`src/design/hxtok_pkg.sv`:
```
// ----------------------------------------------------------------------------
// hxtok_pkg: shared types and constants of the hex hash token reader
// Character codes, status codes, character classification and the control
// bundle that hands a finished read to the result stage.
// ----------------------------------------------------------------------------
package hxtok_pkg;

   localparam int WORD_W    = 64;
   localparam int NIB_W     = 4;
   localparam int CHAR_W    = 8;
   localparam int CNT_W     = 7;
   localparam int LEN_W     = 6;
   localparam int IDX_MAX_W = 3;

   localparam logic [LEN_W-1:0] HASH_BYTES_RST = 6'd20;

   localparam logic [CHAR_W-1:0] CH_SPACE  = 8'h20;
   localparam logic [CHAR_W-1:0] CH_TAB    = 8'h09;
   localparam logic [CHAR_W-1:0] CH_CR     = 8'h0D;
   localparam logic [CHAR_W-1:0] CH_LF     = 8'h0A;
   localparam logic [CHAR_W-1:0] CH_ZERO   = 8'h30;
   localparam logic [CHAR_W-1:0] CH_NINE   = 8'h39;
   localparam logic [CHAR_W-1:0] CH_UPPER_A = 8'h41;
   localparam logic [CHAR_W-1:0] CH_UPPER_F = 8'h46;
   localparam logic [CHAR_W-1:0] CASE_BIT  = 8'h20;
   localparam logic [CHAR_W-1:0] ALPHA_OFS = 8'h37;

   typedef enum logic [1:0] {
      ST_OK   = 2'd0,
      ST_NONE = 2'd1,
      ST_BAD  = 2'd2
   } status_type;

   // Load request for the result stage
   typedef struct packed {
      logic                 load_words;
      logic                 load_single;
      status_type           single_status;
      logic [IDX_MAX_W-1:0] top_idx;
   } emit_type;

   function automatic logic is_space(input logic [CHAR_W-1:0] c);
      return (c == CH_SPACE) || ((c >= CH_TAB) && (c <= CH_CR));
   endfunction

   function automatic logic is_break(input logic [CHAR_W-1:0] c);
      return (c == CH_CR) || (c == CH_LF);
   endfunction

   // Bit 4 flags a character that is no hex digit; bits 3:0 carry the value
   function automatic logic [NIB_W:0] hex_decode(input logic [CHAR_W-1:0] c);
      logic [CHAR_W-1:0] u;
      logic [CHAR_W-1:0] d;
      logic [NIB_W:0]    r;
      u = c & ~CASE_BIT;
      r = {1'b1, {NIB_W{1'b0}}};
      if ((c >= CH_ZERO) && (c <= CH_NINE)) begin
         d = c - CH_ZERO;
         r = {1'b0, d[NIB_W-1:0]};
      end else if ((u >= CH_UPPER_A) && (u <= CH_UPPER_F)) begin
         d = u - ALPHA_OFS;
         r = {1'b0, d[NIB_W-1:0]};
      end
      return r;
   endfunction

endpackage

```
`src/design/hxtok_cell.sv`:
```
// ----------------------------------------------------------------------------
// hxtok_cell: one 64-bit word of the digit accumulator
// Shifts a nibble in at the low end and hands its top nibble to the next
// cell of the chain.
// ----------------------------------------------------------------------------
module hxtok_cell
   import hxtok_pkg::*;
(
   input  logic              clock,
   input  logic              reset,
   input  logic              shift_en,
   input  logic              clear_en,
   input  logic [NIB_W-1:0]  nib_in,
   output logic [NIB_W-1:0]  nib_out,
   output logic [WORD_W-1:0] word_out
);

   logic [WORD_W-1:0] word_ff;
   logic [WORD_W-1:0] word_in;

   // Clear wins over shift
   always_comb begin
      word_in = word_ff;
      if (clear_en) begin
         word_in = '0;
      end else if (shift_en) begin
         word_in = {word_ff[WORD_W-NIB_W-1:0], nib_in};
      end
   end

   always_ff @(posedge clock) begin
      if (reset) begin
         word_ff <= '0;
      end else begin
         word_ff <= word_in;
      end
   end

   assign nib_out  = word_ff[WORD_W-1:WORD_W-NIB_W];
   assign word_out = word_ff;

endmodule

```
`src/design/hxtok_out.sv`:
```
// ----------------------------------------------------------------------------
// hxtok_out: result stage
// Holds a snapshot of the hash words and plays them out most significant
// first, followed by an optional single status transaction.
// ----------------------------------------------------------------------------
module hxtok_out
   import hxtok_pkg::*;
#(
   parameter int ACC_WORDS = 4,
   parameter int IDX_W     = 2
)
(
   input  logic                             clock,
   input  logic                             reset,
   input  emit_type                         emit,
   input  logic [ACC_WORDS-1:0][WORD_W-1:0] snap_words,
   input  logic                             rsp_stall,
   output logic                             rsp_valid,
   output logic [1:0]                       rsp_status,
   output logic [WORD_W-1:0]                rsp_hash_word,
   output logic                             rsp_last
);

   logic [WORD_W-1:0] word_ff [ACC_WORDS];
   logic              word_pend_ff;
   logic              single_pend_ff;
   status_type        single_status_ff;
   logic [IDX_W-1:0]  rd_idx_ff;
   logic              take;

   assign take = rsp_valid & ~rsp_stall;

   // Capture the hash words
   always_ff @(posedge clock) begin
      if (emit.load_words) begin
         for (int i = 0; i < ACC_WORDS; i++) begin
            word_ff[i] <= snap_words[i];
         end
      end
   end

   // Track pending transactions; advance the word pointer on each handoff
   always_ff @(posedge clock) begin
      if (reset) begin
         word_pend_ff   <= 1'b0;
         single_pend_ff <= 1'b0;
      end else if (emit.load_words || emit.load_single) begin
         word_pend_ff   <= emit.load_words;
         single_pend_ff <= emit.load_single;
      end else if (take) begin
         if (word_pend_ff) begin
            if (rd_idx_ff == '0) begin
               word_pend_ff <= 1'b0;
            end
         end else begin
            single_pend_ff <= 1'b0;
         end
      end
   end

   always_ff @(posedge clock) begin
      if (emit.load_words || emit.load_single) begin
         single_status_ff <= emit.single_status;
         rd_idx_ff        <= emit.top_idx[IDX_W-1:0];
      end else if (take && word_pend_ff && (rd_idx_ff != '0)) begin
         rd_idx_ff <= rd_idx_ff - 1'b1;
      end
   end

   assign rsp_valid     = word_pend_ff | single_pend_ff;
   assign rsp_status    = word_pend_ff ? ST_OK : single_status_ff;
   assign rsp_hash_word = word_pend_ff ? word_ff[rd_idx_ff] : '0;
   assign rsp_last      = word_pend_ff ? (rd_idx_ff == '0) : 1'b1;

endmodule

```
`src/design/hex_hash_token_reader_unit.sv`:
```
// Results: the first result transaction of a token-ending character is registered
// in the result stage and offered from there, then one word per cycle while rsp_stall is low.
// Throughput: one character per cycle; a character that ends a read is held
// off while the result stage still drains the previous read.
// Reset: synchronous, active high; clears the accumulator chain, the token
// state and pending results, and sets hash_bytes to 20.
// ----------------------------------------------------------------------------
// hex_hash_token_reader_unit: hex hash token reader
// Skips leading whitespace, gathers hex digits into a chain of word cells
// and emits the right-aligned hash as 64-bit words on end of token.
// ----------------------------------------------------------------------------
module hex_hash_token_reader_unit
   import hxtok_pkg::*;
#(
   parameter int MAX_HASH_BYTES = 32
)
(
   input  logic              clock,
   input  logic              reset,
   input  logic              csr_write_en,
   input  logic [LEN_W-1:0]  csr_hash_bytes,
   input  logic              req_valid,
   output logic              req_stall,
   input  logic [CHAR_W-1:0] req_char_code,
   input  logic              req_stream_end,
   input  logic              req_skip_breaks,
   output logic              rsp_valid,
   input  logic              rsp_stall,
   output logic [1:0]        rsp_status,
   output logic [WORD_W-1:0] rsp_hash_word,
   output logic              rsp_last
);

   localparam int ACC_WORDS = (MAX_HASH_BYTES + 7) / 8;
   localparam int IDX_W     = (ACC_WORDS > 1) ? $clog2(ACC_WORDS) : 1;
   localparam logic [CNT_W-1:0] MAX_LEN = CNT_W'(MAX_HASH_BYTES);

   logic [LEN_W-1:0]                 hash_bytes_ff;
   logic                             in_token_ff;
   logic                             in_token_in;
   logic [CNT_W-1:0]                 digit_cnt_ff;
   logic [CNT_W-1:0]                 digit_cnt_in;
   logic [CNT_W-1:0]                 eff_len;
   logic [CNT_W:0]                   len_round;
   logic [CNT_W-3:0]                 num_words;
   logic [IDX_MAX_W-1:0]             top_idx;
   logic [WORD_W-1:0]                top_mask;
   logic [ACC_WORDS-1:0][WORD_W-1:0] acc_word;
   logic [ACC_WORDS-1:0][WORD_W-1:0] snap_word;
   logic [ACC_WORDS-1:0][NIB_W-1:0]  carry_nib;
   logic [NIB_W:0]                   hex_res;
   logic                             ch_space;
   logic                             ch_break;
   logic                             ch_bad;
   logic                             over_len;
   logic                             plan_shift;
   logic                             plan_clear;
   logic                             plan_words;
   logic                             plan_single;
   status_type                       plan_status;
   logic                             take;
   emit_type                         emit;

   // Hold the length register
   always_ff @(posedge clock) begin
      if (reset) begin
         hash_bytes_ff <= HASH_BYTES_RST;
      end else if (csr_write_en) begin
         hash_bytes_ff <= csr_hash_bytes;
      end
   end

   // Clamp the length and derive word count and top-word mask
   always_comb begin
      if (hash_bytes_ff == '0) begin
         eff_len = CNT_W'(1);
      end else if ({1'b0, hash_bytes_ff} > MAX_LEN) begin
         eff_len = MAX_LEN;
      end else begin
         eff_len = {1'b0, hash_bytes_ff};
      end
      len_round = {1'b0, eff_len} + (CNT_W + 1)'(7);
      num_words = len_round[CNT_W:3];
      top_idx   = IDX_MAX_W'(num_words - 1'b1);
      if (eff_len[2:0] == 3'd0) begin
         top_mask = '1;
      end else begin
         top_mask = (WORD_W'(1) << {eff_len[2:0], 3'b000}) - WORD_W'(1);
      end
   end

   // Classify the character
   assign hex_res  = hex_decode(req_char_code);
   assign ch_space = is_space(req_char_code);
   assign ch_break = is_break(req_char_code);
   assign ch_bad   = hex_res[NIB_W];
   assign over_len = {1'b0, digit_cnt_ff} >= {eff_len, 1'b0};

   // Decide what this character does
   always_comb begin
      plan_shift  = 1'b0;
      plan_clear  = 1'b0;
      plan_words  = 1'b0;
      plan_single = 1'b0;
      plan_status = ST_NONE;
      in_token_in  = in_token_ff;
      digit_cnt_in = digit_cnt_ff;
      if (in_token_ff) begin
         if (req_stream_end || ch_space) begin
            plan_clear   = 1'b1;
            in_token_in  = 1'b0;
            digit_cnt_in = '0;
            if (digit_cnt_ff[0]) begin
               plan_single = 1'b1;
               plan_status = ST_BAD;
            end else begin
               plan_words  = 1'b1;
               plan_single = ~req_stream_end & ~req_skip_breaks & ch_break;
            end
         end else if (ch_bad || over_len) begin
            plan_clear   = 1'b1;
            in_token_in  = 1'b0;
            digit_cnt_in = '0;
            plan_single  = 1'b1;
            plan_status  = ST_BAD;
         end else begin
            plan_shift   = 1'b1;
            digit_cnt_in = digit_cnt_ff + 1'b1;
         end
      end else begin
         if (req_stream_end || (~req_skip_breaks && ch_break)) begin
            plan_single = 1'b1;
         end else if (!ch_space) begin
            if (ch_bad) begin
               plan_single = 1'b1;
               plan_status = ST_BAD;
            end else begin
               plan_shift   = 1'b1;
               in_token_in  = 1'b1;
               digit_cnt_in = CNT_W'(1);
            end
         end
      end
   end

   // Hold off a read's end while earlier results still drain
   assign req_stall = rsp_valid & (plan_words | plan_single);
   assign take      = req_valid & ~req_stall;

   always_ff @(posedge clock) begin
      if (reset) begin
         in_token_ff  <= 1'b0;
         digit_cnt_ff <= '0;
      end else if (take) begin
         in_token_ff  <= in_token_in;
         digit_cnt_ff <= digit_cnt_in;
      end
   end

   // Accumulator chain: cell 0 takes the new digit
   for (genvar g = 0; g < ACC_WORDS; g++) begin : g_cell
      logic [NIB_W-1:0] nib_src;
      if (g == 0) begin : g_head
         assign nib_src = hex_res[NIB_W-1:0];
      end else begin : g_body
         assign nib_src = carry_nib[g-1];
      end
      hxtok_cell u_cell (
         .clock    (clock),
         .reset    (reset),
         .shift_en (take & plan_shift),
         .clear_en (take & plan_clear),
         .nib_in   (nib_src),
         .nib_out  (carry_nib[g]),
         .word_out (acc_word[g])
      );
   end

   // Drop gathered bits above the current length
   always_comb begin
      for (int i = 0; i < ACC_WORDS; i++) begin
         snap_word[i] = acc_word[i] & ((IDX_MAX_W'(i) == top_idx) ? top_mask : '1);
      end
   end

   always_comb begin
      emit.load_words    = take & plan_words;
      emit.load_single   = take & plan_single;
      emit.single_status = plan_status;
      emit.top_idx       = top_idx;
   end

   hxtok_out #(
      .ACC_WORDS (ACC_WORDS),
      .IDX_W     (IDX_W)
   ) u_out (
      .clock         (clock),
      .reset         (reset),
      .emit          (emit),
      .snap_words    (snap_word),
      .rsp_stall     (rsp_stall),
      .rsp_valid     (rsp_valid),
      .rsp_status    (rsp_status),
      .rsp_hash_word (rsp_hash_word),
      .rsp_last      (rsp_last)
   );

`ifndef SYNTHESIS
   // Skipping mode always starts from an empty accumulator
   a_idle_empty: assert property (@(posedge clock) disable iff (reset)
      !in_token_ff |-> (digit_cnt_ff == '0) && (acc_word == '0))
      else $error("accumulator not empty while skipping");

   // A read's end is never taken over pending results
   a_no_overrun: assert property (@(posedge clock) disable iff (reset)
      (take && (plan_words || plan_single)) |-> !rsp_valid)
      else $error("result stage overrun");

   // A finished read shows up at the result port next cycle
   a_emit_shows: assert property (@(posedge clock) disable iff (reset)
      (take && (plan_words || plan_single)) |=> rsp_valid)
      else $error("finished read not presented");

   // Inside a token the digit count is never zero
   a_token_cnt: assert property (@(posedge clock) disable iff (reset)
      in_token_ff |-> (digit_cnt_ff != '0))
      else $error("token without digits");
`endif

endmodule

```
`config.mk`:
```
export PLATFORM = sky130hd
export DESIGN_NAME = hex_hash_token_reader_unit
export DESIGN_NICKNAME = d
export VERILOG_FILES = /design/src/design/hxtok_pkg.sv /design/src/design/hxtok_cell.sv /design/src/design/hxtok_out.sv /design/src/design/hex_hash_token_reader_unit.sv
export SDC_FILE = /design/constraint.sdc
export NUM_CORES = 1
export LEC_CHECK = 0
export ABC_AREA = 1
export BUFFER_PORTS_ARGS = -buffer_cell sky130_fd_sc_hd__buf_2
export CAP_MARGIN = 20
export CORE_MARGIN = 1.5
export CORE_UTILIZATION = 58
export DETAILED_ROUTE_END_ITERATION = 7
export GPL_ROUTABILITY_DRIVEN = 0
export GPL_TIMING_DRIVEN = 0
export PLACE_DENSITY = 0.75
export SLEW_MARGIN = 20
export SYNTH_ARGS = -nofsm -noshare
export SYNTH_HDL_FRONTEND = slang
export SYNTH_SLANG_ARGS = --single-unit
export TNS_END_PERCENT = 5
```
`constraint.sdc`:
```
create_clock -name clock -period 16.9 [get_ports clock]
set_input_delay 0.845 -clock clock [delete_from_list [all_inputs] [get_ports clock]]
set_output_delay 0.845 -clock clock [all_outputs]
set_load 0.01 [all_outputs]
```
==> results of run 1 <==
==> cell usage after synthesis <==
cell type	count
nand4_1	265
a31oi_1	1
buf_8	1
dfxtp_1	274
nand3_4	1
and3_1	1
inv_1	278
nor4_1	5
nand2_1	393
o21bai_1	1
clkbuf_4	2
nand2_4	1
a21oi_2	10
a21oi_1	327
buf_1	18
nor2_2	2
nor2_1	433
nor3_1	1
buf_2	82
nand3_1	26
inv_2	6
nand3_2	6
or2_2	3
buf_4	25
o21ai_1	4
edfxtp_1	260
o22ai_1	2
o21ai_0	148
o21ai_4	1
xnor2_1	3
xor2_1	3
nand2_2	6
ha_1	19
a21boi_0	10
clkbuf_1	62
buf_6	5
==> area by class of cell <==
| cell class | instances | share of cell area (%) |
|---|---|---|
| clock inverter | 35 | 1.43 |
| inverter | 284 | 4.08 |
| clock buffer | 67 | 5.45 |
| timing repair buffer | 89 | 1.87 |
| sequential | 534 | 50.6 |
| multi-input combinational | 1672 | 30.4 |
| tap | 525 | 2.50 |
| buffer | 195 | 3.75 |
==> cells in the final DEF, fill, tap and decap left out, types with 7 or more instances in the layout <==
| master | synthesis | layout |
|---|---|---|
| a21boi_0 | 10 | 10 |
| a21oi_1 | 327 | 327 |
| a21oi_2 | 10 | 10 |
| buf_1 | 18 | 18 |
| buf_2 | 82 | 169 |
| buf_4 | 25 | 25 |
| bufinv_16 | 0 | 7 |
| clkbuf_1 | 62 | 72 |
| clkbuf_16 | 0 | 55 |
| clkinv_2 | 0 | 17 |
| dfxtp_1 | 274 | 274 |
| edfxtp_1 | 260 | 260 |
| ha_1 | 19 | 19 |
| inv_1 | 278 | 277 |
| nand2_1 | 393 | 393 |
| nand3_1 | 26 | 26 |
| nand4_1 | 265 | 265 |
| nor2_1 | 433 | 433 |
| o21ai_0 | 148 | 148 |
==> worst max path at each step <==
stage	from	end	slack [ps]	cells past startpoint
global route	hash_bytes_ff[0]	u_out.word_ff[3][45]	11980	15
floorplan	req_char_code[1]	u_out.word_ff[0][0]	9630	10
detailed placement	hash_bytes_ff[0]	u_out.word_ff[3][45]	12440	15
global placement	req_char_code[1]	u_out.word_ff[3][57]	7350	11
finish	hash_bytes_ff[0]	u_out.word_ff[3][45]	12270	15
CTS	hash_bytes_ff[1]	u_out.word_ff[3][45]	12420	15
==> state kept, by name, indices dropped and copies added (netlist names), named ones only <==
register and flops:
u_out.rd_idx_ff 2, in_token_ff 1, u_out.single_status_ff 2, u_out.single_pend_ff 1, hash_bytes_ff 6, u_out.word_ff 256, u_out.word_pend_ff 1, digit_cnt_ff 7
g_cell.u_cell.word_out 256
==> per-stage QoR <==
| step | util (%) | setup WS (ps) |
|---|---|---|
| floorplan | - | 9630 |
| CTS | 66.2 | 12420 |
| global placement | 61.5 | 7350 |
| finish | 66.2 | 12270 |
| global route | 66.2 | 11980 |
| detailed placement | 61.6 | 12440 |
==> power by group through the flow <==
stage               Sequential, mW  Clock, mW  Combinational [mW]
CTS                           1.36       1.23               0.633
detailed placement            1.39          0               0.627
finish                        1.36       1.23               0.652
floorplan                     1.39          0               0.371
global placement              1.39          0               0.613
global route                  1.36       1.28               0.701
==> layer usage <==
metal,vias to the layer above,GRT usage [%],wire [µm]
li1,9343,-,-
met1,9314,43.2,26900
met2,1007,52.4,30700
met3,145,6.90,7040
met4,2,8.97,1770
met5,-,0,10
==> worst reg2reg max path, delay by kind of cell, from the launching register on <==
kind / cells / cell delay, ps
simple gates: 7 / 1510
buf+inv: 4 / 1140
compound gates: 1 / 580
fa+ha+maj: 2 / 520
xor+xnor: 1 / 330
flops: 1 / 310
==> cell families after synthesis <==
| logic type | share of synthesized area [%] |
|---|---|
| AO/OA/AOI/OAI | 11.2 |
| XOR/XNOR | 0.225 |
| flip-flops | 57.0 |
| buffers and inverters | 8.79 |
| adder cells (fa/ha/maj) | 1.02 |
| AND/OR/NAND/NOR | 21.8 |
==> impl_metrics.tcl, run 1 <==
set metrics [dict create \
    area_growth_pct 12.7 \
    cp_slowest_stage_delay_ps 580 \
    synth_area_leaders "edfxtp_1, dfxtp_1, nand4_1" \
    cts_max_level 2 \
    relSlewSlack_pct 28.1 \
    r2r_cells 15 \
    path_buf_inv 4 \
    power.leakage_nw 9.35 \
    min_to "hash_bytes_ff[4]" \
    ys_seq_area_share_pct 57.0 \
    setup_violations 0 \
    cp_max_fo 10 \
    crit_path_start_kind "flop" \
    gr-total-overflow 0 \
    post_cts_buffers 0 \
    fin_crit_ps 4630 \
    worst_slew_pin_slew_ps 1080 \
    end_kind "flop" \
    die-area_um2 41400 \
    vdd_ir_drop_max_uv 70.7 \
    finalCritPeriodShare_pct 27.4 \
    crit_path_top_delay_cell "a21oi_1" \
    placed_area_um2 24500 \
    p_int_mw 2.23 \
    syn-cell-area_um2 23300 \
    clk_path_buf_depth 3 \
    layout.nets 2870 \
    path_common_cell "inv_1" \
    clock.fmax_mhz 216 \
    placed_cells 3299 \
    multi_input_area_um2 7980 \
    antenna_found_initial 1 \
    cp_top_family "simple AND/OR/NAND/NOR gates" \
    power_switching_mw 1.02 \
    r2r_slack_ps 12270 \
    rows 73 \
    yosys.area.top_type "edfxtp_1" \
    io_pins 90 \
    critical_path_class "flop to flop" \
    hold_start "csr_hash_bytes[4]" \
    grt_usage_pct 32.0 \
    routedWlPerCell_um 19.5 \
    swShare_pct 31.3 \
    die_w_um 204 \
    status "finished, final reports clean" \
    drtAntennaViolNets 0 \
    core_area_um2 39700 \
    synthDistinctLibCells 36 \
    p_per_area_nw_per_um2 123 \
    cp.required_ps 17260 \
    p_seq_share_pct 42.0 \
    fin_skew_ps 23.5 \
    hpwl_mm 47.9 \
    grt_max_degree 117 \
    cts.hold.buffers_added 0 \
    r2r_end "u_out.word_ff[3][45]" \
    drt-initial-drc-count 2324 \
    cts_root_buf "clkbuf_16" \
    hold_viol 0 \
    avgSynthCellArea_um2 8.69 \
    post-route-cell-area_um2 26300 \
    clk_latency_ps 620 \
    postSynthCellCount 2685 \
    nFillCells 3207 \
    reg2reg_from "hash_bytes_ff[0]" \
    antennaDiodeCount 0 \
    critical_path_arrival_ps 4990 \
    holdWs_ps 454 \
    numPortBuffers 87 \
    cts.clk_slew.worst_paths_ps 60 \
    maxSlewViolCount 0 \
    path_cells "nor3_1 -> nand3_1 -> a21oi_1 -> inv_1 -> nand2_2 -> nand3_1 -> xor2_1 -> ha_1 -> ha_1 -> inv_1 -> nor2_1 -> clkbuf_1 -> nand2_1 -> inv_1 -> nor2_1" \
    drive_above_1_share_pct 11.4 \
    synth-seq-cells 534 \
    setup_tns_ps 0 \
    cts_buffers 54 \
    cts_resized 0 \
    rsz0062_at_grt "false" \
    drv_cap 0 \
    drc_errors 0 \
    cts.sinks 534 \
    vias 19811 \
    synth_warnings 0 \
    instances_no_fill 3401 \
    pwr-share-clk_pct 37.9 \
    holdCritPathClass "input pin to flop" \
    grt_pass1_vias 18701 \
    start_util_pct 58.7 \
    seqCellArea_um2 13300 \
    wl_mm 66.5 \
    drt_first_pass_iters 8 \
    synth_top_area_share_pct 33.5 \
    die_h_um 204 \
    fin_total_pwr_mw 3.24 \
    grt_pass1_wl_mm 102 \
    via_per_inst 5.83 \
    whs_path_depth 3 \
    combPwrFrac_pct 20.1 \
    syn-num-nets 2725 \
    tritoncts "built" \
]
No activity file was read; power rests on OpenSTA's default activity.
==> run 2: changes to the inputs <==
ABC_AREA = 0   (was 1)
PLACE_DENSITY = 0.76   (was 0.75)
clock period = 4.5 ns   (was 16.9 ns; I/O delays follow)
==> impl_metrics.tcl, run 2 <==
set metrics [dict create \
    wl_mm 54.5 \
    synth_compound_area_share_pct 8.42 \
    synth.most_common_cell "nand2_1" \
    yosys.area_share.simple_pct 19.3 \
    placed_cells 2547 \
    core_area_um2 36700 \
    layout.nets 2181 \
    critical_path_class "flop to flop" \
    r2r_slack_ps 160 \
    path_buf_inv 2 \
    cp.required_ps 4810 \
    relSlewSlack_pct 22.7 \
    synth_warnings 0 \
    syn-cell-area_um2 21700 \
    hpwl_mm 38.6 \
    crit_path_start_kind "flop" \
    synth-seq-cells 534 \
    synthDistinctLibCells 53 \
    p_per_area_nw_per_um2 409 \
    ys.flop_type "dfxtp_1" \
    cts.clk_slew.worst_paths_ps 60 \
    worst_slew_pin_slew_ps 1150 \
    fin_skew_ps 28.7 \
    drt-initial-drc-count 1659 \
    hold_viol 0 \
    avgSynthCellArea_um2 10.9 \
    ys_seq_area_share_pct 61.3 \
    end_kind "flop" \
    finalCritPeriodShare_pct 96.5 \
    tritoncts "built" \
    grt_pass1_vias 14725 \
    dp_slack_ps -378 \
    yosys.area.top_type "edfxtp_1" \
    die_h_um 196 \
    power.leakage_nw 8.12 \
    antennaDiodeCount 0 \
    drtAntennaViolNets 0 \
    synth_common_cells "nand2_1, dfxtp_1, a21oi_1" \
    fin_crit_ps 4340 \
    die-area_um2 38600 \
    synth-edff-count 260 \
    setup_slack_ps 158 \
    cts_root_buf "clkbuf_16" \
    vdd_ir_drop_max_uv 323 \
    path_cells "nor4_1 -> nor2_1 -> nor2_2 -> nor2_1 -> inv_1 -> nor2_2 -> xor2_1 -> inv_1 -> ha_1 -> ha_1 -> nor2b_2 -> nand2b_1 -> nor2_2 -> nor2b_1" \
    mostFrequentLayoutCell "nand2_1" \
    maxSlewViolCount 0 \
    crit_path_top_delay_cell "nor2b_2" \
    die_w_um 196 \
    synthArstFlopShare_pct 0 \
    rsz0062_at_grt "true" \
    status "finished, final reports clean" \
    drive_above_1_share_pct 14.1 \
    cts_max_level 2 \
    gr-total-overflow 0 \
    path_common_cell "nor2_2" \
    routedWlPerCell_um 20.6 \
    area_growth_pct 14.1 \
    syn-num-nets 2024 \
    grt_pass1_wl_mm 83.1 \
    cp_slowest_stage_delay_ps 490 \
    synth_xor_area_share_pct 0.242 \
    synth_top_family_by_area "simple AND/OR/NAND/NOR gates" \
    synth_area_leaders "edfxtp_1, dfxtp_1, nand2_1" \
    post_cts_buffers 0 \
    antenna_found_initial 0 \
    numPortBuffers 87 \
    clk_path_buf_depth 3 \
    clock.fmax_mhz 230 \
    via_per_inst 5.80 \
    holdWs_ps 25.1 \
    grt_max_degree 37 \
    cts_buffers 52 \
    critical_path_arrival_ps 4660 \
    drv_cap 0 \
    clk_latency_ps 610 \
    nFillCells 2703 \
    start_util_pct 59.1 \
    rows 70 \
    cp_top_family "simple AND/OR/NAND/NOR gates" \
    grt_usage_pct 28.5 \
    drc_errors 0 \
    final_cell_mix "nand2_1, dfxtp_1, a21oi_1" \
    synth_top_area_share_pct 36.0 \
    muxShareOfSynthArea_pct 7.07 \
    postSynthCellCount 1984 \
    cts.sinks 534 \
    cp_max_fo 9 \
    holdCritPathClass "input pin to flop" \
    drt_first_pass_iters 5 \
    fin_total_pwr_mw 10.1 \
    vias 15370 \
    instances_no_fill 2652 \
    setup_violations 0 \
    synth_fa_ha_area_share_pct 1.10 \
    io_pins 90 \
]
## run 2: path summary, 6_finish.rpt
path	start	end	cells past startpoint
worst min-delay path	rsp_stall	u_out.single_pend_ff	3
worst max register to register	hash_bytes_ff[1]	u_out.word_ff[0][50]	14
worst min register to register	g_cell[3].u_cell.word_out[63]	g_cell[3].u_cell.word_out[63]	2
worst max-delay path	hash_bytes_ff[1]	u_out.word_ff[0][50]	14
## run 2: kinds of logic (layout without fill, tap and decap cells)
| logic type | count (synthesis) | in the layout |
|---|---|---|
| and+or+nand+nor | 894 | 894 |
| muxes | 73 | 73 |
| buffers and inverters | 131 | 331 |
| DFF | 534 | 534 |
| xor gates and xnor gates | 6 | 6 |
| AOI/OAI and AO/OA | 327 | 327 |
| adders and majority gates | 19 | 19 |
## run 2: cell type report
type / count / area, µm² / area share [%]
repair buffers: 103 / 683 / 2.76
clock inverters: 20 / 229 / 0.925
plain buffers: 113 / 500 / 2.02
inverters: 18 / 71.3 / 0.288
multi-input cells: 1319 / 7890 / 31.9
clock buffers: 77 / 1500 / 6.05
flip-flops and latches: 534 / 13300 / 53.7
well taps: 468 / 586 / 2.37
## run 2: metrics by stage
stage | setup TNS (ps) | area, µm² | util, %
after global placement | -770890 | 22700 | 62.0
final | 0 | 24700 | 67.4
after detailed placement | -8060 | 22900 | 62.4
after global routing | -1560 | 24700 | 67.4
after CTS | 0 | 24700 | 67.4
after floorplan | -296460 | 21700 | -
## run 2: worst reg2reg max path: stages (launching register included)
cell,delay [ps]
dfxtp_1,380
nor4_1,290
nor2_1,90
nor2_2,300
nor2_1,110
inv_1,230
nor2_2,160
xor2_1,420
inv_1,130
ha_1,220
ha_1,370
nor2b_2,490
nand2b_1,390
nor2_2,370
nor2b_1,140
## run 2: per-layer routing
| layer | vias to the layer above | GRT usage, % | routed length [µm] |
|---|---|---|---|
| met5 | - | 0 | 0 |
| met4 | 0 | 10.7 | 1810 |
| met3 | 116 | 4.67 | 3920 |
| met2 | 623 | 46.7 | 26200 |
| met1 | 7508 | 38.6 | 22600 |
| li1 | 7123 | - | - |
## run 2: what timing repair did
| action | 4_1_cts | 5_1_grt |
|---|---|---|
| hold buffers | 8 | 0 |
| gates resized for setup | 5 | 4 |
| endpoints found under the hold margin | 7 | 0 |
| setup endpoints to repair | 66 | 84 |
## run 2: where the power goes
group | total, mW | leakage, nW | switching, mW | internal (mW)
Clock | 4.41 | 0.838 | 1.82 | 2.59
Sequential | 5.08 | 4.11 | 0.0108 | 5.07
Combinational | 0.621 | 3.17 | 0.412 | 0.210
Total | 10.1 | 8.12 | 2.24 | 7.87
==> run 3: changes to the inputs <==
RECOVER_POWER = 25   (was not set)
REMOVE_ABC_BUFFERS = 1   (was not set)
==> impl_metrics.tcl, run 3 (synthesis gave the netlist of run 2 again) <==
set metrics [dict create \
    end_kind "flop" \
    drv_cap 0 \
    worst_slew_pin_slew_ps 1360 \
    status "finished, final reports clean" \
    numPortBuffers 89 \
    wl_mm 47.4 \
    setup_violations 0 \
    tritoncts "built" \
    reg2reg_from "hash_bytes_ff[1]" \
    cp_top_family "simple AND/OR/NAND/NOR gates" \
    clk_latency_ps 570 \
    die_h_um 196 \
    routedWlPerCell_um 18.6 \
    grt_usage_pct 24.7 \
    die-area_um2 38600 \
    path_cells "nor4_1 -> nor2_1 -> nor2_2 -> nor2_1 -> inv_1 -> nor2_1 -> xor2_1 -> inv_1 -> ha_1 -> ha_1 -> nor2b_2 -> nor2b_1 -> nand2_1 -> and2_1" \
    drc_errors 0 \
    cp_slowest_stage_delay_ps 430 \
    start_util_pct 59.1 \
    grt_max_degree 93 \
    antenna_found_initial 0 \
    finalCritPeriodShare_pct 96.7 \
    mostFrequentLayoutCell "nand2_1" \
    p_per_area_nw_per_um2 406 \
    layout.nets 2082 \
    via_per_inst 5.71 \
    cts.sinks 534 \
    clk_path_buf_depth 3 \
    instances_no_fill 2551 \
    crit_path_top_delay_cell "xor2_1" \
    cp_max_fo 8 \
    placed_cells 2445 \
    grt_pass1_wl_mm 75.3 \
    drive_above_1_share_pct 11.1 \
    core_area_um2 36700 \
    critical_path_class "flop to flop" \
    vias 14578 \
    rows 70 \
    hold_start "csr_write_en" \
    cts_root_buf "clkbuf_16" \
    drt-initial-drc-count 1082 \
    drtAntennaViolNets 0 \
    crit_path_start_kind "flop" \
    fin_crit_ps 4350 \
    cp.required_ps 4820 \
    path_common_cell "nor2_1" \
    holdWs_ps 21.5 \
    grt_pass1_vias 14252 \
    gr-total-overflow 0 \
    io_pins 90 \
    critical_path_arrival_ps 4670 \
    clock.fmax_mhz 230 \
    relSlewSlack_pct 9.26 \
    die_w_um 196 \
    holdCritPathClass "input pin to flop" \
    vdd_ir_drop_max_uv 287 \
    maxSlewViolCount 0 \
    fin_skew_ps 11.8 \
    hold_viol 0 \
    power.leakage_nw 7.75 \
    final_cell_mix "nand2_1, dfxtp_1, a21oi_1" \
    cts.clk_slew.worst_paths_ps 60 \
    area_growth_pct 12.7 \
    cp-startpoint "hash_bytes_ff[1]" \
    cts_max_level 2 \
    path_buf_inv 2 \
    cts_buffers 51 \
    post_cts_buffers 0 \
    drt_first_pass_iters 7 \
    hpwl_mm 29.5 \
]
## run 3: where the power goes
group | total, mW | switching (mW) | internal [mW]
registers | 5.13 | 0.0567 | 5.07
logic | 0.558 | 0.343 | 0.215
clock network | 4.24 | 1.77 | 2.47
total | 9.93 | 2.17 | 7.76
## run 3: stage by stage
stage	setup TNS (ps)	power (mW)	area (µm²)	setup WS (ps)	utilization (%)
2_1_floorplan	-1409860	5.57	21200	-3350	-
3_3_place_gp	-3059490	5.77	22200	-7460	60.6
3_5_place_dp	-6850	5.79	22700	-403	61.9
4_1_cts	0	9.99	24500	56.0	66.8
5_1_grt	-384	10.2	24400	-40.8	66.6
6_report	0	9.93	24400	147	66.6
## run 3: path summary, 6_finish.rpt
| check | cells after the start | endpoint | slack (ps) |
|---|---|---|---|
| setup / recovery | 14 | u_out.word_ff[1][41] | 150 |
| hold / removal | 2 | hash_bytes_ff[4] | 20 |
| setup reg to reg | 14 | u_out.word_ff[1][41] | 150 |
| hold reg to reg | 2 | g_cell[3].u_cell.word_out[61] | 450 |
## run 3: per-layer routing
| layer | up-vias | track usage, % | wire length (µm) |
|---|---|---|---|
| met2 | 425 | 41.9 | 23600 |
| met1 | 7188 | 33.8 | 20400 |
| met3 | 63 | 3.01 | 2480 |
| met5 | - | 0 | 0 |
| li1 | 6902 | - | - |
| met4 | 0 | 6.64 | 922 |
## run 3: worst reg2reg max path, stage by stage, from the launching register on
cell	delay (ps)
dfxtp_1	400
nor4_1	380
nor2_1	100
nor2_2	300
nor2_1	110
inv_1	230
nor2_1	170
xor2_1	430
inv_1	130
ha_1	230
ha_1	350
nor2b_2	410
nor2b_1	310
nand2_1	280
and2_1	260
## run 3: cell type report
type,count,area [µm²]
Multi-Input combinational cell,1319,7890
Timing Repair Buffer,118,910
Inverter,18,75.1
Clock buffer,81,1590
Antenna cell,1,2.50
Tap cell,468,586
Sequential cell,534,13300
Clock inverter,12,82.6
Fill cell,2746,12300
## run 3: repair_timing
action | CTS | global route
endpoints found under the hold margin | 9 | 0
endpoints found under the setup margin | 31 | 66
gates resized for setup | 6 | 4
hold buffers | 12 | 0
